`src/rtl/pgrep_pkg.sv`:
```
// Shared types and constants for the page replacement frame table.
package pgrep_pkg;

    localparam int CNT_BITS = 32;
    localparam int CFG_IDX_W = 2;
    localparam int CFG_DATA_W = 4;
    localparam int POLICY_W = 2;
    localparam int FRAMES_W = 4;
    localparam int PAGE_IN_W = 16;
    localparam int FRAME_OUT_W = 3;

    typedef logic [CNT_BITS-1:0] t_count;
    typedef logic [CFG_IDX_W-1:0] t_cfg_idx;
    typedef logic [CFG_DATA_W-1:0] t_cfg_data;
    typedef logic [POLICY_W-1:0] t_policy;

    localparam t_cfg_idx REG_POLICY = 2'd0;
    localparam t_cfg_idx REG_FRAMES = 2'd1;

    localparam t_policy POL_FIFO = 2'd0;
    localparam t_policy POL_LRU = 2'd1;
    localparam t_policy POL_LFU = 2'd2;

    localparam t_count SAT_MAX = 32'hFFFF_FFFF;

    typedef enum logic [1:0] {
        ST_IDLE,
        ST_SCAN,
        ST_DECIDE,
        ST_WRITE
    } t_state;

    function automatic t_count sat_inc(input t_count v);
        return (v == SAT_MAX) ? v : v + 32'd1;
    endfunction

endpackage

```
`src/rtl/pgrep_ram.sv`:
```
// Generic single-write, single-read synchronous RAM with registered read data.
module pgrep_ram #(
    parameter int WIDTH = 80,
    parameter int DEPTH = 8
) (
    input  logic                     i_clk,
    input  logic                     i_we,
    input  logic [$clog2(DEPTH)-1:0] i_waddr,
    input  logic [WIDTH-1:0]         i_wdata,
    input  logic [$clog2(DEPTH)-1:0] i_raddr,
    output logic [WIDTH-1:0]         o_rdata
);

    logic [WIDTH-1:0] r_mem [DEPTH];
    logic [WIDTH-1:0] r_rdata;

    always_ff @(posedge i_clk) begin
        if (i_we) begin
            r_mem[i_waddr] <= i_wdata;
        end
        r_rdata <= r_mem[i_raddr];
    end

    assign o_rdata = r_rdata;

endmodule

```
`src/rtl/pgrep_scan.sv`:
```
// Per-entry scan tracker: first match, first empty frame, LRU and LFU minimum.
module pgrep_scan #(
    parameter int NUM_FRAMES = 8,
    parameter int PAGE_BITS = 16
) (
    input  logic                          i_clk,
    input  logic                          i_start,
    input  logic                          i_chk,
    input  logic [$clog2(NUM_FRAMES)-1:0] i_chk_idx,
    input  logic                          i_chk_valid,
    input  logic [PAGE_BITS-1:0]          i_ref_page,
    input  logic [PAGE_BITS-1:0]          i_rd_page,
    input  pgrep_pkg::t_count             i_rd_time,
    input  pgrep_pkg::t_count             i_rd_cnt,
    output logic                          o_hit_found,
    output logic [$clog2(NUM_FRAMES)-1:0] o_hit_idx,
    output pgrep_pkg::t_count             o_hit_cnt,
    output logic                          o_empty_found,
    output logic [$clog2(NUM_FRAMES)-1:0] o_empty_idx,
    output logic [$clog2(NUM_FRAMES)-1:0] o_lru_idx,
    output logic [$clog2(NUM_FRAMES)-1:0] o_lfu_idx
);
    import pgrep_pkg::*;

    localparam int IDX_W = $clog2(NUM_FRAMES);

    logic             r_hit_found;
    logic [IDX_W-1:0] r_hit_idx;
    t_count           r_hit_cnt;
    logic             r_empty_found;
    logic [IDX_W-1:0] r_empty_idx;
    logic [IDX_W-1:0] r_lru_idx;
    logic [IDX_W-1:0] r_lfu_idx;
    t_count           r_min_time;
    t_count           r_min_cnt;
    logic             w_first;

    assign w_first = (i_chk_idx == '0);

    // Flags restart per request; LRU and LFU indexes and minima are overwritten by entry 0.
    always_ff @(posedge i_clk) begin
        if (i_start) begin
            r_hit_found   <= 1'b0;
            r_empty_found <= 1'b0;
        end else if (i_chk) begin
            if (i_chk_valid && (i_rd_page == i_ref_page) && !r_hit_found) begin
                r_hit_found <= 1'b1;
            end
            if (!i_chk_valid && !r_empty_found) begin
                r_empty_found <= 1'b1;
            end
        end
    end

    always_ff @(posedge i_clk) begin
        if (i_chk) begin
            if (i_chk_valid && (i_rd_page == i_ref_page) && !r_hit_found) begin
                r_hit_idx <= i_chk_idx;
                r_hit_cnt <= i_rd_cnt;
            end
            if (!i_chk_valid && !r_empty_found) begin
                r_empty_idx <= i_chk_idx;
            end
            // strict less keeps the lowest index on ties
            if (w_first || (i_rd_time < r_min_time)) begin
                r_min_time <= i_rd_time;
                r_lru_idx  <= i_chk_idx;
            end
            if (w_first || (i_rd_cnt < r_min_cnt)) begin
                r_min_cnt <= i_rd_cnt;
                r_lfu_idx <= i_chk_idx;
            end
        end
    end

    assign o_hit_found   = r_hit_found;
    assign o_hit_idx     = r_hit_idx;
    assign o_hit_cnt     = r_hit_cnt;
    assign o_empty_found = r_empty_found;
    assign o_empty_idx   = r_empty_idx;
    assign o_lru_idx     = r_lru_idx;
    assign o_lfu_idx     = r_lfu_idx;

endmodule

```
`src/rtl/page_replacement_fifo_lru_lfu_core.sv`:
```
// Page replacement frame table (FIFO / LRU / LFU) top level with request sequencer.
// Requests are taken one at a time, only in the idle state, and pass through the scan,
// decide and write states before the result is valid; the frame scan
// reads one table entry per cycle from the single-port-read frame RAM.
// Reset (synchronous, active low) clears valid bits, counters, FIFO pointer and
// config (policy FIFO, 8 frames); the frame RAM is not cleared, valid bits mask it.
module page_replacement_fifo_lru_lfu_core #(
    parameter int NUM_FRAMES = 8,
    parameter int PAGE_BITS = 16
) (
    input  logic                            i_clk,
    input  logic                            i_rst_n,
    // config write channel
    input  logic                            i_cfg_valid,
    output logic                            o_cfg_ready,
    input  pgrep_pkg::t_cfg_idx             i_cfg_index,
    input  pgrep_pkg::t_cfg_data            i_cfg_data,
    // reference input
    input  logic                            i_in_valid,
    output logic                            o_in_stall,
    input  logic [pgrep_pkg::PAGE_IN_W-1:0] i_page_number,
    input  logic                            i_last_in_string,
    // result output
    output logic                              o_out_valid,
    input  logic                              i_out_stall,
    output logic                              o_hit,
    output logic [pgrep_pkg::FRAME_OUT_W-1:0] o_frame_index,
    output pgrep_pkg::t_count                 o_fault_count,
    output pgrep_pkg::t_count                 o_hit_count,
    output logic                              o_end_of_string
);
    import pgrep_pkg::*;

    localparam int IDX_W  = $clog2(NUM_FRAMES);
    localparam int CNT_W  = $clog2(NUM_FRAMES + 1);
    localparam int WORD_W = PAGE_BITS + 2 * CNT_BITS;

    // RAM word layout: {page, last use time, use count}
    localparam int TIME_LO = CNT_BITS;
    localparam int PAGE_LO = 2 * CNT_BITS;

    t_state r_state, n_state;

    // config registers
    t_policy             r_policy;
    logic [FRAMES_W-1:0] r_frames;

    // table state held in flops
    logic [NUM_FRAMES-1:0] r_valid;
    logic [IDX_W-1:0]      r_fifo;
    t_count                r_faults;
    t_count                r_hits;

    // request context
    logic [PAGE_BITS-1:0] r_page;
    logic                 r_last;
    logic [CNT_W-1:0]     r_n;
    logic [CNT_W-1:0]     r_idx;
    logic                 r_chk;
    logic [IDX_W-1:0]     r_chk_idx;
    logic                 r_hit;
    logic [IDX_W-1:0]     r_sel_idx;
    t_count               r_new_cnt;

    // output register
    logic                   r_out_valid;
    logic                   r_out_hit;
    logic [FRAME_OUT_W-1:0] r_out_idx;
    t_count                 r_out_faults;
    t_count                 r_out_hits;
    logic                   r_out_eos;

    logic             w_in_acc;
    logic             w_out_acc;
    logic             w_wr_go;
    logic             w_in_stall;
    logic [IDX_W-1:0] w_raddr;
    logic             w_rd_issue;
    logic [CNT_W-1:0] w_active;
    logic [IDX_W-1:0] w_victim;
    logic [IDX_W-1:0] w_sel;
    logic [CNT_BITS:0] w_sum;
    t_count           w_time;
    logic [WORD_W-1:0] w_wdata;
    logic [WORD_W-1:0] w_rdata;

    logic             s_hit_found;
    logic [IDX_W-1:0] s_hit_idx;
    t_count           s_hit_cnt;
    logic             s_empty_found;
    logic [IDX_W-1:0] s_empty_idx;
    logic [IDX_W-1:0] s_lru_idx;
    logic [IDX_W-1:0] s_lfu_idx;

    assign o_cfg_ready = 1'b1;
    assign w_in_acc    = i_in_valid && !w_in_stall;
    assign w_out_acc   = r_out_valid && !i_out_stall;
    // the write step waits only if the previous result is still held
    assign w_wr_go     = (r_state == ST_WRITE) && (!r_out_valid || !i_out_stall);

    // active frame count: 0 acts as 1, clipped at the table size
    always_comb begin
        if (r_frames == '0) begin
            w_active = CNT_W'(1);
        end else if (32'(r_frames) > NUM_FRAMES) begin
            w_active = CNT_W'(NUM_FRAMES);
        end else begin
            w_active = CNT_W'(r_frames);
        end
    end

    // next state
    always_comb begin
        n_state = r_state;
        case (r_state)
            ST_IDLE: begin
                if (i_in_valid) begin
                    n_state = ST_SCAN;
                end
            end
            ST_SCAN: begin
                if (r_idx == r_n) begin
                    n_state = ST_DECIDE;
                end
            end
            ST_DECIDE: begin
                n_state = ST_WRITE;
            end
            ST_WRITE: begin
                if (w_wr_go) begin
                    n_state = ST_IDLE;
                end
            end
            default: begin
                n_state = ST_IDLE;
            end
        endcase
    end

    // sequencer outputs
    always_comb begin
        w_in_stall = 1'b1;
        w_rd_issue = 1'b0;
        w_raddr    = r_idx[IDX_W-1:0];
        case (r_state)
            ST_IDLE: begin
                w_in_stall = 1'b0;
            end
            ST_SCAN: begin
                w_rd_issue = (r_idx < r_n);
            end
            ST_DECIDE: begin
                w_in_stall = 1'b1;
            end
            ST_WRITE: begin
                w_in_stall = 1'b1;
            end
            default: begin
                w_in_stall = 1'b1;
            end
        endcase
    end

    assign o_in_stall = w_in_stall;

    // frame choice: the hit frame, else the first empty frame, else the policy's victim
    always_comb begin
        case (r_policy)
            POL_LRU: w_victim = s_lru_idx;
            POL_LFU: w_victim = s_lfu_idx;
            default: w_victim = (CNT_W'(r_fifo) < r_n) ? r_fifo : '0;
        endcase
        if (s_hit_found) begin
            w_sel = s_hit_idx;
        end else if (s_empty_found) begin
            w_sel = s_empty_idx;
        end else begin
            w_sel = w_victim;
        end
    end

    // time stamp from the counts that include this request
    assign w_sum   = {1'b0, r_faults} + {1'b0, r_hits};
    assign w_time  = w_sum[CNT_BITS] ? SAT_MAX : w_sum[CNT_BITS-1:0];
    assign w_wdata = {r_page, w_time, r_new_cnt};

    pgrep_ram #(
        .WIDTH (WORD_W),
        .DEPTH (NUM_FRAMES)
    ) u_ram (
        .i_clk   (i_clk),
        .i_we    (w_wr_go),
        .i_waddr (r_sel_idx),
        .i_wdata (w_wdata),
        .i_raddr (w_raddr),
        .o_rdata (w_rdata)
    );

    pgrep_scan #(
        .NUM_FRAMES (NUM_FRAMES),
        .PAGE_BITS  (PAGE_BITS)
    ) u_scan (
        .i_clk         (i_clk),
        .i_start       (w_in_acc),
        .i_chk         (r_chk),
        .i_chk_idx     (r_chk_idx),
        .i_chk_valid   (r_valid[r_chk_idx]),
        .i_ref_page    (r_page),
        .i_rd_page     (w_rdata[PAGE_LO +: PAGE_BITS]),
        .i_rd_time     (w_rdata[TIME_LO +: CNT_BITS]),
        .i_rd_cnt      (w_rdata[CNT_BITS-1:0]),
        .o_hit_found   (s_hit_found),
        .o_hit_idx     (s_hit_idx),
        .o_hit_cnt     (s_hit_cnt),
        .o_empty_found (s_empty_found),
        .o_empty_idx   (s_empty_idx),
        .o_lru_idx     (s_lru_idx),
        .o_lfu_idx     (s_lfu_idx)
    );

    // control state
    always_ff @(posedge i_clk) begin
        if (!i_rst_n) begin
            r_state     <= ST_IDLE;
            r_policy    <= POL_FIFO;
            r_frames    <= FRAMES_W'(8);
            r_valid     <= '0;
            r_fifo      <= '0;
            r_faults    <= '0;
            r_hits      <= '0;
            r_chk       <= 1'b0;
            r_out_valid <= 1'b0;
        end else begin
            r_state <= n_state;
            r_chk   <= w_rd_issue;

            if (i_cfg_valid) begin
                case (i_cfg_index)
                    REG_POLICY: r_policy <= i_cfg_data[POLICY_W-1:0];
                    REG_FRAMES: r_frames <= i_cfg_data[FRAMES_W-1:0];
                    default: ;
                endcase
            end

            // commit hit/fault bookkeeping once the scan is done
            if (r_state == ST_DECIDE) begin
                if (s_hit_found) begin
                    r_hits <= sat_inc(r_hits);
                end else begin
                    r_faults <= sat_inc(r_faults);
                    r_fifo   <= ((CNT_W'(w_sel) + CNT_W'(1)) == r_n) ?
                                '0 : w_sel + IDX_W'(1);
                end
            end

            if (w_wr_go) begin
                r_out_valid <= 1'b1;
                if (r_last) begin
                    // end of string: table and counters back to reset
                    r_valid  <= '0;
                    r_fifo   <= '0;
                    r_faults <= '0;
                    r_hits   <= '0;
                end else begin
                    r_valid[r_sel_idx] <= 1'b1;
                end
            end else if (w_out_acc) begin
                r_out_valid <= 1'b0;
            end
        end
    end

    // request payload and scan bookkeeping
    always_ff @(posedge i_clk) begin
        if (w_in_acc) begin
            r_page <= PAGE_BITS'(i_page_number);
            r_last <= i_last_in_string;
            r_n    <= w_active;
            r_idx  <= '0;
        end else if (r_state == ST_SCAN && r_idx < r_n) begin
            r_idx <= r_idx + CNT_W'(1);
        end
        if (w_rd_issue) begin
            r_chk_idx <= r_idx[IDX_W-1:0];
        end
        if (r_state == ST_DECIDE) begin
            r_hit     <= s_hit_found;
            r_sel_idx <= w_sel;
            r_new_cnt <= s_hit_found ? sat_inc(s_hit_cnt) : t_count'(1);
        end
        if (w_wr_go) begin
            r_out_hit    <= r_hit;
            r_out_idx    <= FRAME_OUT_W'(r_sel_idx);
            r_out_faults <= r_faults;
            r_out_hits   <= r_hits;
            r_out_eos    <= r_last;
        end
    end

    assign o_out_valid     = r_out_valid;
    assign o_hit           = r_out_hit;
    assign o_frame_index   = r_out_idx;
    assign o_fault_count   = r_out_faults;
    assign o_hit_count     = r_out_hits;
    assign o_end_of_string = r_out_eos;

endmodule

```
`config.mk`:
```
export PLATFORM = sky130hd
export DESIGN_NAME = page_replacement_fifo_lru_lfu_core
export DESIGN_NICKNAME = d
export VERILOG_FILES = /design/src/rtl/pgrep_pkg.sv /design/src/rtl/pgrep_ram.sv /design/src/rtl/pgrep_scan.sv /design/src/rtl/page_replacement_fifo_lru_lfu_core.sv
export SDC_FILE = /design/constraint.sdc
export NUM_CORES = 1
export LEC_CHECK = 0
export ABC_CLOCK_PERIOD_IN_PS = 11170
export BUFFER_PORTS_ARGS = -buffer_cell sky130_fd_sc_hd__buf_4
export CAP_MARGIN = 15
export CORE_AREA = 10 10 250 312
export CTS_BUF_LIST = sky130_fd_sc_hd__clkbuf_4 sky130_fd_sc_hd__clkbuf_8
export DETAILED_ROUTE_END_ITERATION = 10
export DIE_AREA = 0 0 260 322
export PLACE_DENSITY = 0.77
export SKIP_CTS_REPAIR_TIMING = 1
export SLEW_MARGIN = 40
export SYNTH_ARGS = -nofsm -noshare
export SYNTH_HDL_FRONTEND = slang
export SYNTH_SLANG_ARGS = --single-unit
```
`constraint.sdc`:
```
create_clock -name i_clk -period 11.17 [get_ports i_clk]
set_input_delay 0.5585 -clock i_clk [delete_from_list [all_inputs] [get_ports i_clk]]
set_output_delay 0.5585 -clock i_clk [all_outputs]
set_load 0.02 [all_outputs]
```
==> summary.txt <==
Status
  – Result of the run: finished, final reports clean

Timing
  – RSZ-0062 raised after global routing: false
  – Final Max Slew Viols: 0
  – Slew at the pin closest to its max-slew limit: about 0.87 ns
  – Setup TNS Final: 0 ns
  – Layout Skew: approximately 0.034 ns
  – Max Fclk: 245 MHz
  – Headroom to the max-slew limit: a little over two fifths
  – Final count of negative-setup-slack endpoints: 0
  – Final number of hold-violating endpoints: 0
  – Period minus WS final: slightly above 4 ns
  – Crit share post-route: between 30 and 40%
  – Setup WS post-layout: 7.08 ns

Synthesis
  – Synthesized Nets: approximately 2.6k
  – Yosys top cell by area: sky130_fd_sc_hd__edfxtp_1
  – Cell types occupying the most area after synthesis: sky130_fd_sc_hd__edfxtp_1 64%, sky130_fd_sc_hd__mux4_2 8.8%, sky130_fd_sc_hd__dfxtp_1 8.3%
  – Synth Area per Inst: approximately 17 µm²
  – Number of flip-flops and latches in the synthesized netlist: roughly 1.0k
  – Fraction of synthesis flops using an asynchronous set or reset pin: 0%
  – Yosys top cell area share: between 60% and 70%
  – Sequential fraction of the synthesis area: ~70%
  – Cells after Synth: 2414
  – Most frequently used flop master after synthesis: sky130_fd_sc_hd__edfxtp_1
  – Post-Synthesis Cell Area: 41400 µm²
  – Number of flops mapped to enable cells by yosys: approximately 900
  – Unique masters post-synth: slightly below 80
  – Number of synthesis warnings: 0

Clocking
  – Clock buffer count from CTS: 150
  – Number of clock sinks: 1048
  – Buffers from clock root to sink, at most: 3
  – Root buf cell: sky130_fd_sc_hd__clkbuf_8
  – Clock tree from TritonCTS: done
  – Worst-skew pair later-pin latency: approximately 0.8 ns
  – Level count of the clock H-tree: 4
  – Clock slew seen by the registers of the worst setup and hold paths: roughly 0.060 ns

Min path
  – Class of the tightest hold or removal check: primary input to flip-flop

Pwr
  – Total power after layout: about 0.0095 W
  – Leakage power figure: 16.4 nW
  – VDD IR max: approximately 0.12 mV
  – Power density over cell area: ~200 nW/µm²

Place
  – Dpl hpwl: roughly 53 mm
  – Port bufs: roughly 100
  – Routability congestion estimate: 0.843
  – Setup slack after placement: 6.88 ns
  – Total cell area at the placement stage: 43500 µm²
  – Dpl cells: about 3.4k

Detailed routing
  – Pre-antenna DRT Iters: 8
  – Vias: roughly 22k
  – Detailed router's first-iteration violation count: around 2.1k
  – Total wire length: around 87 mm
  – Vias per cell: about 5.9
  – DRC errors left: 0
  – Remaining antenna violation count after routing: 0
  – Per-cell routed wire length: ~23 µm

Die
  – Height of the chip: between 300 and 400 µm
  – Effective utilization at floorplan: between 50% and 60%
  – Core Area: ~70000 µm²
  – Die extent in x: approximately 260 µm
  – Floorplan row count: 110
  – Die Area: ~84000 µm²
  – Boundary pin count: 100

Final layout
  – Sequential cell area: ~30000 µm²
  – Final layout net count: between 2k and 3k
  – Area grow syn2layout: 13.3%
  – Ratio of cells with drive above 1 in the final layout: between 20% and 30%
  – Count of filler cells inserted in the layout: approximately 4.6k
  – Non-Filler Instances: around 3.7k
  – Commonest cells after routing, fill and taps aside: 877 x sky130_fd_sc_hd__edfxtp_1, 173 x sky130_fd_sc_hd__clkbuf_8, 169 x sky130_fd_sc_hd__nor2_1
  – Area taken by multi-input logic gates: around 11000 µm²
  – Summed area of non-filler cells in the final layout: roughly 47000 µm²
  – Commonest non-fill, non-tap cell in the layout: sky130_fd_sc_hd__edfxtp_1

Worst setup path
  – Type of element capturing the critical path: flip-flop
  – Worst Path Required: about 12 ns
  – Worst path max stage delay: approximately 0.61 ns
  – Arrival time at the worst endpoint: about 4.6 ns
  – Worst Path Class, Setup: flip-flop to flip-flop
  – Critical path, cell by cell: ha_1, inv_1, fa_1, nand2b_1, a21oi_1, o211ai_1, a211oi_1, o211ai_1, a21oi_1, a211oi_4, buf_4, o21ai_1
  – Maximum fanout along the worst path: 31
  – CP max stage cell: sky130_fd_sc_hd__a211oi_1
  – Number of buffer and inverter instances along the worst setup path: 2
  – Kind of cell adding the most delay to the critical path: compound AO/OA/AOI/OAI gates
  – Critical path launch point type: flip-flop

Global routing
  – Global-route wire length before repair: 134 mm
  – Number of global-route vias before repair: roughly 23k
  – Maximum number of pins on one net before global-route repair: 76
  – Grt total ovfl: 0
  – Antenna violations before repair: 1
  – Overall global routing resource usage: between 20% and 30%

Run
  – Number of maximum-capacitance constraint violations: 0
routing by layer:
metal,track usage [%],vias up,wire length (µm)
met3,4.03,184,4750
met1,25.4,11300,33800
met2,36.2,804,45600
met4,9.41,0,2960
met5,0,-,0
li1,-,9844,-
cells in the mapped netlist (3+ instances only):
master	n
sky130_fd_sc_hd__a2111oi_0	3
sky130_fd_sc_hd__a211oi_1	9
sky130_fd_sc_hd__a21o_1	29
sky130_fd_sc_hd__a21oi_1	58
sky130_fd_sc_hd__a221o_1	3
sky130_fd_sc_hd__a221oi_1	3
sky130_fd_sc_hd__a22oi_1	4
sky130_fd_sc_hd__a31oi_1	4
sky130_fd_sc_hd__and2_1	11
sky130_fd_sc_hd__and3_1	20
sky130_fd_sc_hd__and4_1	21
sky130_fd_sc_hd__buf_1	12
sky130_fd_sc_hd__buf_2	4
sky130_fd_sc_hd__clkbuf_1	61
sky130_fd_sc_hd__dfxtp_1	171
sky130_fd_sc_hd__edfxtp_1	877
sky130_fd_sc_hd__ha_1	112
sky130_fd_sc_hd__inv_1	97
sky130_fd_sc_hd__mux2_2	80
sky130_fd_sc_hd__mux2i_1	10
sky130_fd_sc_hd__mux4_2	162
sky130_fd_sc_hd__nand2_1	89
sky130_fd_sc_hd__nand2b_1	13
sky130_fd_sc_hd__nand3_1	49
sky130_fd_sc_hd__nand4_1	44
sky130_fd_sc_hd__nor2_1	176
sky130_fd_sc_hd__nor2b_1	15
sky130_fd_sc_hd__nor3_1	18
sky130_fd_sc_hd__nor3b_1	3
sky130_fd_sc_hd__nor4_1	6
sky130_fd_sc_hd__o2111ai_1	3
sky130_fd_sc_hd__o211ai_1	7
sky130_fd_sc_hd__o21a_1	8
sky130_fd_sc_hd__o21ai_0	26
sky130_fd_sc_hd__o21ai_1	19
sky130_fd_sc_hd__o31ai_1	4
sky130_fd_sc_hd__or3_1	10
sky130_fd_sc_hd__xnor2_1	49
sky130_fd_sc_hd__xor2_1	78
worst paths after layout:
check                 from                  to  slack (ns)  depth (start not counted)
max              r_hits[0]  u_ram.r_mem[1][35]        7.08                         12
max reg2reg      r_hits[0]  u_ram.r_mem[1][35]        7.08                         12
min          i_cfg_data[1]         r_frames[1]        0.02                          3
min reg2reg          r_hit               o_hit        0.42                          0
cells by family (layout without fill, tap and decap cells):
kind of cell / count (synthesis) / in the layout / share of synthesized area [%]
flops: 1048 / 1048 / 71.9
simple gates: 489 / 489 / 5.82
mux: 252 / 252 / 11.2
compound gates: 206 / 206 / 3.27
buf+inv: 177 / 533 / 1.63
xor+xnor: 128 / 128 / 2.74
fa+ha+maj: 113 / 113 / 3.43
other cells: 1 / 3 / 0.00906
power by group:
part           switching (W)  total [W]  internal [W]
clock network        0.00142    0.00309       0.00167
logic               0.000736    0.00142      0.000683
registers           0.000308    0.00504       0.00473
worst reg2reg max path: stages, from the launching register on:
cell                       delay (ns)
sky130_fd_sc_hd__dfxtp_1         0.45
sky130_fd_sc_hd__ha_1            0.25
sky130_fd_sc_hd__inv_1           0.06
sky130_fd_sc_hd__fa_1            0.40
sky130_fd_sc_hd__nand2b_1        0.19
sky130_fd_sc_hd__a21oi_1         0.32
sky130_fd_sc_hd__o211ai_1        0.22
sky130_fd_sc_hd__a211oi_1        0.61
sky130_fd_sc_hd__o211ai_1        0.25
sky130_fd_sc_hd__a21oi_1         0.33
sky130_fd_sc_hd__a211oi_4        0.07
sky130_fd_sc_hd__buf_4           0.28
sky130_fd_sc_hd__o21ai_1         0.37
through the flow:
stage | util (%) | hold slack (ns)
2_1_floorplan | - | 0.400
3_3_place_gp | 60.5 | 0.408
3_5_place_dp | 60.7 | 0.408
4_1_cts | 65.1 | -0.153
5_1_grt | 65.4 | 0.00247
6_report | 65.4 | 0.0224
final cells by class:
type | instances | area share [%]
Antenna cell | 2 | 0.0107
Clock buffer | 226 | 5.92
Clock inverter | 54 | 0.757
Inverter | 99 | 0.792
Multi-Input combinational cell | 1189 | 23.6
Sequential cell | 1048 | 63.4
Tap cell | 952 | 2.54
Timing Repair Buffer | 154 | 2.89
state kept, by name (all words and copies together), names as in the netlist, 4 cells and up:
register,flops
u_ram.r_mem,640
r_valid,8
r_hits,32
u_scan.r_min_time,32
u_scan.r_min_cnt,32
o_hit_count,32
r_idx,4
r_faults,32
u_ram.o_rdata,80
o_fault_count,32
u_scan.o_hit_cnt,32
r_n,4
r_page,16
r_new_cnt,32
r_frames,4
Note: power is estimated with default switching activity, not from simulation.
